`src/hw/rtl/lmphd_pkg.sv`:
```
// Package for the LED level meter with peak hold and decay.
// Holds the field widths, display mode codes, register indexes and the hold
// time and LED pattern functions. It depends on nothing else.
package lmphd_pkg;

  localparam int LED_COUNT  = 9;
  localparam int CHANNELS   = 2;
  localparam int LVL_W      = 4;
  localparam int CHAN_W     = 1;
  localparam int TIME_W     = 16;
  localparam int PEAK_W     = 5;
  localparam int HOLD_IDX_W = 4;
  localparam int CFG_IDX_W  = 1;
  localparam int CFG_DATA_W = 4;

  localparam int HOLD_STEPS   = 12;
  localparam int HOLD_BASE_MS = 200;
  localparam int HOLD_STEP_MS = 250;

  localparam logic signed [PEAK_W-1:0] PEAK_NONE = {PEAK_W{1'b1}};

  typedef enum logic [1:0] {
    MODE_OFF   = 2'd0,
    MODE_DOT   = 2'd1,
    MODE_BAR   = 2'd2,
    MODE_SOLID = 2'd3
  } mode_t;

  localparam logic [CFG_IDX_W-1:0] CFG_DISPLAY_MODE = 1'd0;
  localparam logic [CFG_IDX_W-1:0] CFG_HOLD_INDEX   = 1'd1;

  // Hold time in milliseconds; indexes past the last step use the last step.
  function automatic logic [TIME_W-1:0] hold_ms(input logic [HOLD_IDX_W-1:0] idx);
    int sel;
    sel = (int'(idx) >= HOLD_STEPS) ? (HOLD_STEPS - 1) : int'(idx);
    return TIME_W'(HOLD_BASE_MS + HOLD_STEP_MS * sel);
  endfunction

  // Dot lights only the peak LED, bar lights every LED up to the peak.
  // A peak of none gives a dark display.
  function automatic logic [LED_COUNT-1:0] peak_pattern(
      input mode_t                    mode,
      input logic signed [PEAK_W-1:0] peak);
    logic [LED_COUNT-1:0]      pat;
    logic signed [PEAK_W:0]    pos;
    logic signed [PEAK_W:0]    peak_x;
    pat    = '0;
    peak_x = signed'({peak[PEAK_W-1], peak});
    for (int i = 0; i < LED_COUNT; i++) begin
      pos = signed'((PEAK_W + 1)'(i));
      if (mode == MODE_DOT) begin
        pat[i] = (pos == peak_x);
      end else begin
        pat[i] = (pos <= peak_x);
      end
    end
    return pat;
  endfunction

endpackage

```
`src/hw/rtl/led_meter_peak_hold_decay_top.sv`:
```
// Top level of the LED level meter with peak hold and decay.
// Holds the per-channel peak state, the configuration registers and the
// output register with its skid stage. It depends on lmphd_pkg.
//
//  channel | handshake            | payload
//  --------+----------------------+-------------------------------------------
//  in      | in_valid / in_stall  | in_level, in_chan, in_time_ms
//  out     | out_valid / out_stall| out_chan, out_led_pattern, out_held_peak
//  cfg     | cfg_valid / cfg_ready| cfg_index, cfg_data
//
// A beat is taken every cycle unless the input stalls. Its result, if any,
// is registered into the output register or the skid stage; the peak update
// for its channel lands in the same edge, so the next beat on either channel sees it.
// Synchronous active-low reset sets every peak to none, every timer to zero,
// the mode to bar and the hold index to zero, and empties the output side.
// A stalled output keeps one more result in the skid stage; the input stalls
// only while that stage is full. The configuration port is always ready.
module led_meter_peak_hold_decay_top (
  input  logic                               clk,
  input  logic                               rst_n,
  input  logic                               in_valid,
  output logic                               in_stall,
  input  logic [lmphd_pkg::LVL_W-1:0]        in_level,
  input  logic [lmphd_pkg::CHAN_W-1:0]       in_chan,
  input  logic [lmphd_pkg::TIME_W-1:0]       in_time_ms,
  output logic                               out_valid,
  input  logic                               out_stall,
  output logic [lmphd_pkg::CHAN_W-1:0]       out_chan,
  output logic [lmphd_pkg::LED_COUNT-1:0]    out_led_pattern,
  output logic signed [lmphd_pkg::PEAK_W-1:0] out_held_peak,
  input  logic                               cfg_valid,
  output logic                               cfg_ready,
  input  logic [lmphd_pkg::CFG_IDX_W-1:0]    cfg_index,
  input  logic [lmphd_pkg::CFG_DATA_W-1:0]   cfg_data
);
  import lmphd_pkg::*;

  // Configuration registers.
  mode_t                  display_mode_r;
  logic [HOLD_IDX_W-1:0]  hold_index_r;

  // Per-channel peak state.
  logic signed [PEAK_W-1:0] peak_level_r [CHANNELS];
  logic [TIME_W-1:0]        peak_time_r  [CHANNELS];

  // Output register and skid stage.
  logic                     out_valid_r;
  logic [CHAN_W-1:0]        out_chan_r;
  logic [LED_COUNT-1:0]     out_pat_r;
  logic signed [PEAK_W-1:0] out_peak_r;
  logic                     skid_valid_r;
  logic [CHAN_W-1:0]        skid_chan_r;
  logic [LED_COUNT-1:0]     skid_pat_r;
  logic signed [PEAK_W-1:0] skid_peak_r;

  logic                     in_fire;
  logic                     out_fire;
  logic                     out_free;
  logic                     chan_ok;
  logic [LVL_W-1:0]         lvl_sat;
  logic signed [PEAK_W-1:0] lvl_s;
  logic signed [PEAK_W-1:0] cur_peak;
  logic [TIME_W-1:0]        elapsed;
  logic                     hold_done;
  logic                     res_valid;
  logic                     upd_state;
  logic signed [PEAK_W-1:0] peak_nxt;
  logic [LED_COUNT-1:0]     pat_nxt;

  assign cfg_ready = 1'b1;
  assign in_stall  = skid_valid_r;
  assign in_fire   = in_valid && !in_stall;
  assign out_fire  = out_valid_r && !out_stall;
  assign out_free  = out_fire || !out_valid_r;

  assign out_valid       = out_valid_r;
  assign out_chan        = out_chan_r;
  assign out_led_pattern = out_pat_r;
  assign out_held_peak   = out_peak_r;

  // The work for one beat: saturate the level, in dot and bar modes compare
  // against the held peak and check the hold timer, and form the pattern.
  always_comb begin
    chan_ok  = (int'(in_chan) < CHANNELS);
    lvl_sat  = (int'(in_level) > LED_COUNT - 1) ? LVL_W'(LED_COUNT - 1) : in_level;
    lvl_s    = signed'(PEAK_W'(lvl_sat));
    cur_peak = peak_level_r[in_chan];
    elapsed  = in_time_ms - peak_time_r[in_chan];
    hold_done = (elapsed >= hold_ms(hold_index_r));
    peak_nxt  = cur_peak;
    pat_nxt   = '0;
    res_valid = 1'b0;
    upd_state = 1'b0;
    case (display_mode_r)
      MODE_OFF: begin
        res_valid = chan_ok;
      end
      MODE_SOLID: begin
        pat_nxt   = '1;
        res_valid = chan_ok;
      end
      MODE_DOT, MODE_BAR: begin
        if (lvl_s >= cur_peak) begin
          peak_nxt  = lvl_s;
          res_valid = chan_ok;
          upd_state = chan_ok;
        end else if (hold_done) begin
          // Decay by one step, but never below none.
          peak_nxt  = (cur_peak == PEAK_NONE) ? PEAK_NONE : cur_peak - PEAK_W'(1);
          res_valid = chan_ok;
          upd_state = chan_ok;
        end
        pat_nxt = (peak_nxt[PEAK_W-1]) ? '0 : peak_pattern(display_mode_r, peak_nxt);
      end
      default: begin
        res_valid = 1'b0;
      end
    endcase
  end

  // Control state: configuration, peak state and output occupancy.
  always_ff @(posedge clk) begin
    if (!rst_n) begin
      display_mode_r <= MODE_BAR;
      hold_index_r   <= '0;
      for (int c = 0; c < CHANNELS; c++) begin
        peak_level_r[c] <= PEAK_NONE;
        peak_time_r[c]  <= '0;
      end
      out_valid_r  <= 1'b0;
      skid_valid_r <= 1'b0;
    end else begin
      if (cfg_valid && cfg_ready) begin
        case (cfg_index)
          CFG_DISPLAY_MODE: display_mode_r <= mode_t'(cfg_data[1:0]);
          CFG_HOLD_INDEX:   hold_index_r   <= cfg_data;
          default:          hold_index_r   <= hold_index_r;
        endcase
      end
      if (in_fire && upd_state) begin
        peak_level_r[in_chan] <= peak_nxt;
        peak_time_r[in_chan]  <= in_time_ms;
      end
      if (out_free) begin
        if (skid_valid_r) begin
          out_valid_r  <= 1'b1;
          skid_valid_r <= 1'b0;
        end else begin
          out_valid_r <= in_fire && res_valid;
        end
      end else if (in_fire && res_valid) begin
        skid_valid_r <= 1'b1;
      end
    end
  end

  // Result payload; no reset needed.
  always_ff @(posedge clk) begin
    if (out_free) begin
      if (skid_valid_r) begin
        out_chan_r <= skid_chan_r;
        out_pat_r  <= skid_pat_r;
        out_peak_r <= skid_peak_r;
      end else begin
        out_chan_r <= in_chan;
        out_pat_r  <= pat_nxt;
        out_peak_r <= peak_nxt;
      end
    end else if (in_fire && res_valid) begin
      skid_chan_r <= in_chan;
      skid_pat_r  <= pat_nxt;
      skid_peak_r <= peak_nxt;
    end
  end

  // The skid stage only ever holds a result behind a waiting output.
  a_skid_behind_out: assert property (@(posedge clk) disable iff (!rst_n)
    skid_valid_r |-> out_valid_r)
    else $error("skid stage full while output register empty");

  // A result arriving behind a stalled output must land in the skid stage.
  a_skid_catches: assert property (@(posedge clk) disable iff (!rst_n)
    (out_valid_r && out_stall && in_fire && res_valid) |=> skid_valid_r)
    else $error("result lost behind a stalled output");

  // A held peak is never below none nor above the top LED.
  a_peak_range: assert property (@(posedge clk) disable iff (!rst_n)
    out_valid_r |-> (out_peak_r >= PEAK_NONE) &&
                    (out_peak_r <= signed'(PEAK_W'(LED_COUNT - 1))))
    else $error("held peak out of range");

  // A peak of none always shows a dark display unless the mode is solid.
  a_none_dark: assert property (@(posedge clk) disable iff (!rst_n)
    (out_valid_r && (out_peak_r == PEAK_NONE) && (display_mode_r != MODE_SOLID))
      |-> (out_pat_r == '0))
    else $error("pattern lit with no held peak");

endmodule
```
`config.mk`:
```
export PLATFORM = sky130hd
export DESIGN_NAME = led_meter_peak_hold_decay_top
export DESIGN_NICKNAME = d
export VERILOG_FILES = /design/src/hw/rtl/lmphd_pkg.sv /design/src/hw/rtl/led_meter_peak_hold_decay_top.sv
export SDC_FILE = /design/constraint.sdc
export NUM_CORES = 1
export LEC_CHECK = 0
export BUFFER_PORTS_ARGS = -buffer_cell sky130_fd_sc_hd__buf_2
export CAP_MARGIN = 20
export CORE_MARGIN = 2
export CORE_UTILIZATION = 48
export CTS_CLUSTER_SIZE = 20
export DETAILED_ROUTE_END_ITERATION = 16
export PLACE_DENSITY = 0.68
export SLEW_MARGIN = 20
export SYNTH_ARGS = -nofsm -noshare
export SYNTH_HDL_FRONTEND = slang
export SYNTH_SLANG_ARGS = --single-unit
```
`constraint.sdc`:
```
create_clock -name clk -period 10 [get_ports clk]
set_input_delay 1 -clock clk [delete_from_list [all_inputs] [get_ports clk]]
set_output_delay 1 -clock clk [all_outputs]
set_load 0.005 [all_outputs]
```
Word-level counts from Yosys, hierarchy flattened. Memory sizes are Yosys's and may differ from the RTL's. Index checks and enable logic that the tools add are counted.

Register bits: 38. Bits in writable memories: 42. Bits of input ports: 31. Output and inout bits: 18. Logic and storage cells: 98. Memories kept: 2.

Memories: peak_time_r (words 2, width 16, rd ports 1, clocked after memory_dff 0, write ports 2, line led_meter_peak_hold_decay_top.sv:44) `logic [TIME_W-1:0] peak_time_r [CHANNELS];`; peak_level_r (words 2, width 5, rd ports 1, clocked after memory_dff 0, write ports 2, line led_meter_peak_hold_decay_top.sv:43) `logic signed [PEAK_W-1:0] peak_level_r [CHANNELS];`.

$add $sub $neg: 3. $mul: 1. Order comparisons: 13. Equality and inequality tests: 12. Multiplexer cells: 36. Bitwise operators: 3. Reductions and logical operators: 18.

Operators by type and width (count): 2-to-1 mux 5 bit (7); 2-to-1 mux 1 bit (22); equality test 4 x 5 -> 1 bit (first input constant) (4); <= comparator 4 x 5 -> 1 bit (first input constant) (4); 2-to-1 mux 9 bit (2); case mux 9 bit (2 select lines) (1); >= comparator 16 x 13 -> 1 bit (1); 2-to-1 mux 16 bit (1); OR reduction 16 bit (1); subtractor 16 bit (1); adder 8 x 12 -> 13 bit (first input constant) (1); multiplier 7 x 4 -> 11 bit (first input constant) (1); equality test 3 x 5 -> 1 bit (first input constant) (2); <= comparator 3 x 5 -> 1 bit (first input constant) (2); 2-to-1 mux 4 bit (2); logical NOT 6 bit (1); AND reduction 2 bit (3); OR reduction 2 bit (3); equality test 2 x 5 -> 1 bit (first input constant) (1); equality test 5 x 1 -> 1 bit (second input constant) (1); equality test 5 bit (first input constant) (1); >= comparator 5 bit (1); <= comparator 1 x 5 -> 1 bit (first input constant) (1); <= comparator 2 x 5 -> 1 bit (first input constant) (1); other kinds (13) (21).

Logic depth before layout (Yosys ltp).
Depth in word-level cells: 14. Gate-level depth with buffers: 28.

Worst setup path before layout. Ideal clock, no wire load.

Kind: input-to-reg. Start: input port in_chan. End: register out_pat_r[0], in the netlist out_led_pattern[0] (data pin). Library setup time: 0.271 ns. Data arrival time: 6.188 ns. Data required time: 9.729 ns. Setup slack: 3.541 ns. Stages: 26. Path buffers: 2. Path through: clkbuf_1 clkbuf_1 mux2i_1 fa_1 a211oi_1 o21bai_1 o21ai_0 o21bai_1 a21o_1 a21oi_1 o21bai_1 xor2_1 ha_1 and3_1 o2111ai_1 a21oi_1 a21oi_1 o211ai_1 or4_1 and3_4 nor4b_2 and2_1 ha_1 a21oi_1 o21a_1 o31ai_1.

Longest elaborated chain between the ends: 11. Elaborated cells on any way between the ends: 17.

Ends and longest elaborated chain: start, declared (line led_meter_peak_hold_decay_top.sv:24) `input logic [lmphd_pkg::CHAN_W-1:0] in_chan,`; memory read (2 x 16 bit) or memory read (2 x 5 bit) (tied branches); subtractor 16 bit, or another cell as far along (line led_meter_peak_hold_decay_top.sv:88) `elapsed = in_time_ms - peak_time_r[in_chan];`; >= comparator 16 x 13 -> 1 bit or 2-to-1 mux 5 bit (tied branches) (line led_meter_peak_hold_decay_top.sv:89, led_meter_peak_hold_decay_top.sv:109); 2-to-1 mux 5 bit (line led_meter_peak_hold_decay_top.sv:107) `end else if (hold_done) begin`; 2-to-1 mux 5 bit * (line led_meter_peak_hold_decay_top.sv:103) `if (lvl_s >= cur_peak) begin`; 2-to-1 mux 5 bit * (line led_meter_peak_hold_decay_top.sv:94) `case (display_mode_r)`; <= comparator 1 x 5 -> 1 bit or logical NOT 6 bit (tied branches) (line lmphd_pkg.sv:54, lmphd_pkg.sv:52); 2-to-1 mux 1 bit (line lmphd_pkg.sv:51) `if (mode == MODE_DOT) begin`; 2-to-1 mux 9 bit * (line led_meter_peak_hold_decay_top.sv:113) `pat_nxt = (peak_nxt[PEAK_W-1]) ? '0 : peak_pattern(display_mode_r, peak_nxt);`; case mux 9 bit (2 select lines) * (line led_meter_peak_hold_decay_top.sv:94); 2-to-1 mux 9 bit * (line led_meter_peak_hold_decay_top.sv:160) `if (skid_valid_r) begin`; end signal, assigned (line led_meter_peak_hold_decay_top.sv:162) `out_pat_r <= skid_pat_r;`; end signal, assigned (line led_meter_peak_hold_decay_top.sv:166) `out_pat_r <= pat_nxt;`; end, declared (line led_meter_peak_hold_decay_top.sv:49) `logic [LED_COUNT-1:0] out_pat_r;`.

Every way passes the cells marked *; elsewhere a longest branch is shown, timed or not. The select of a mux whose other input is x is not followed. A chain may end at the register's enable or synchronous reset.

==> results.md <==
- Via count: 3983
- Worst Path Max Fanout: 21
- Synth Flop Type: edfxtp_1
- Finished Cell Area: 6100 um^2
- N_diodes: 0
- Worst min path class: reg -> reg
- Total power: 0.968 mW
- DRT iter0 DRCs: 166
- Final Critical Period: 6.94 ns
- Post-synthesis average cell area: 10.5 um^2
- Synth cell types: 60
- TNS Setup: 0 ns
- Die footprint: 12200 um^2
- IO buf count: 47
- Routability congestion estimate: ~0.9
- Core area: 10900 um^2
- Post-CTS Setup Bufs: 0
- Largest net degree at the start of global routing: 26
- LEAKAGE: 2.62 nW
- Final Hold Fails: 0
- Register area share after synthesis: a little over two fifths
- CTS tree: yes
- VDD IR max: 88.1 uV
- Worst setup EP type: register
- IO Pins: 49
- Synth area leader: edfxtp_1
- Syn Inst Count: a little over 500
- Clk_lat worst skew: 0.34 ns
- First-pass iteration count of the detailed router: 5
- Power Density: around 160 nW/um^2
- Fmax: 0.144 GHz
- Worst Path Required: between 9 and 10 ns
- Inserted Clock Buffers: 9
- Die Width: 110 um
- Share of layout cells above drive strength 1: 15.8%
- Area of the mapped netlist: around 5400 um^2
- Count leader, synth: edfxtp_1
- Area after DPL: 5810 um^2
- Vias in the first global route: 4014
- Layout area overhead: 12.1%
- Drt total wl: ~11000 um
- Clock Skew: 0.00644 ns
- CTS Sinks: 80
- CP arrival: slightly below 7 ns
- DRC Markers: 0
- Hpwl dp: 8630 um
- Relative slew slack: roughly 30%
- MaxCap Viol Count: 0
- RSZ-0062 raised after global routing: false
- Initial antenna violation count: 0
- Top cell type's share of synthesized area: 39.7%
- First-pass GRT wire length: 19400 um
- Cts hold-fix bufs: 0
- Starting density of the core: 49.8%
- All-layer global routing usage: 19.6%
- # H-tree levels: 3
- Avg WL per Cell: 16.1 um
- Worst Tran Pin Value: around 1.1 ns
- Gates resized, CTS repair: 0
- Max clock buf depth: 2
- Async set-or-reset flop fraction in the synthesized netlist: 0%
- Die Ht: between 100 and 150 um
- Final Cycle Share: 69.4%
- Endpoints failing setup: 0
- Seq cells post-synth: 80
- CP Launch Type: input port
- DRT antenna net count: 0
- Mapped Nets: 606
- Post-synth EDFFs: just over 70
- Clk pin slew, worst setup/hold paths: approximately 0.060 ns
- Core Rows: 38
- Max Transition Viols Final: 0
- Top cells by count, synth: 72 x edfxtp_1, 50 x ha_1, 44 x inv_1
- YS warnings: 0
- Status: complete, no violations
- Root Buffer Master: clkbuf_16
- Area contributors post-synth: edfxtp_1 40%, ha_1 11%, mux2i_1 3.9%
- WS Path Type: in -> reg
- Vias per cell: 5.62
- Congestion Overflow GR: 0
- Final #Nets: 651
[critical path: stages]
cell and delay (ns):
buf_2 0.36, mux2_2 0.24, ha_1 0.15, inv_1 0.05
fa_1 0.42, a211oi_1 0.23, o21bai_1 0.14, o21ai_0 0.27
o21bai_1 0.11, a21o_1 0.21, a21oi_1 0.14, o21bai_1 0.08
xor2_1 0.15, ha_1 0.30, and3_1 0.16, o2111ai_1 0.12
a21oi_1 0.15, a21oi_1 0.08, o211ai_1 0.29, or2_2 0.27
nor3_1 0.08, nor4_4 0.66, and2_0 0.35, nand2b_1 0.85
[per-layer routing]
layer  track usage, %  up-vias  part of all wire [%]
met3             4.34       13                   3.6
li1                 -     2000                     -
met1             23.9     1885                    44
met5                0        -                     0
met4             6.33        0                   1.4
met2             34.3       85                    51
[cell families after synthesis]
| logic type | count (synthesis) | synth area share, % |
|---|---|---|
| DFF | 80 | 42.7 |
| other | 1 | 0.0689 |
| muxes | 28 | 5.31 |
| buffers and inverters | 61 | 4.41 |
| AOI/OAI and AO/OA | 125 | 15.7 |
| adders and majority gates | 56 | 13.7 |
| xor gates and xnor gates | 19 | 3.06 |
| and+or+nand+nor | 149 | 15.1 |
[state kept, by name, indices dropped and copies added, names as in the netlist]
register / flops
out_led_pattern: 9
out_chan: 1
display_mode_r: 2
peak_level_r: 10
peak_time_r: 32
skid_peak_r: 5
out_valid: 1
in_stall: 1
skid_pat_r: 9
hold_index_r: 4
skid_chan_r: 1
out_held_peak: 5
[stage by stage]
stage / instances / utilization [%] / hold WS (ns) / worst slack, ns
floorplan: 519 / - / 0.444 / 3.54
global placement: 693 / 53.1 / 0.462 / 2.97
detailed placement: 693 / 53.1 / 0.473 / 2.68
CTS: 709 / 55.8 / 0.482 / 3.00
global route: 709 / 55.8 / 0.514 / 2.40
finish: 709 / 55.8 / 0.482 / 3.06
[layout make-up]
type | instances | area [um^2]
tap | 140 | 175
inverter | 44 | 165
sequential | 80 | 2320
multi-input combinational | 378 | 2890
clock buffer | 10 | 229
fill | 963 | 4830
clock inverter | 6 | 58.8
timing repair buffer | 51 | 265
[path summary, 6_finish.rpt]
path	start	end	slack [ns]	cells past startpoint
max reg2reg	hold_index_r[3]$_SDFFE_PN0P_	peak_time_r[1][8]$_SDFFCE_PN0P_	3.37	21
min reg2reg	hold_index_r[1]$_SDFFE_PN0P_	hold_index_r[1]$_SDFFE_PN0P_	0.48	2
min	hold_index_r[1]$_SDFFE_PN0P_	hold_index_r[1]$_SDFFE_PN0P_	0.48	2
max	in_chan	peak_time_r[1][8]$_SDFFCE_PN0P_	3.06	24
[power by group]
part	switching [mW]	internal, mW	leakage (nW)
clock network	0.133	0.192	0.138
logic	0.144	0.0974	1.71
registers	0.00676	0.395	0.769
total	0.283	0.685	2.62
[layout by cell type (no fill, tap or decap), types with 3 or more instances in the layout]
cell type and count:
o211ai_1 7, nor2_1 19, a221oi_1 5, mux2i_1 21, buf_2 47, nor2b_1 7, fa_1 6, a211oi_1 5
edfxtp_1 72, a21boi_0 6, o31ai_1 6, o21ai_1 4, a31oi_1 6, a21o_1 8, nand2b_1 9, nand2_1 38
or2_2 4, o21ai_0 22, and3_1 21, xor2_1 7, nand3_1 11, a21oi_1 31, ha_1 50, nor3_1 3
dfxtp_1 8, and2_1 22, mux2_2 7, clkbuf_16 9, xnor2_1 12, o21bai_1 3, buf_4 4, inv_1 44
(Power assumes the default switching activity.)
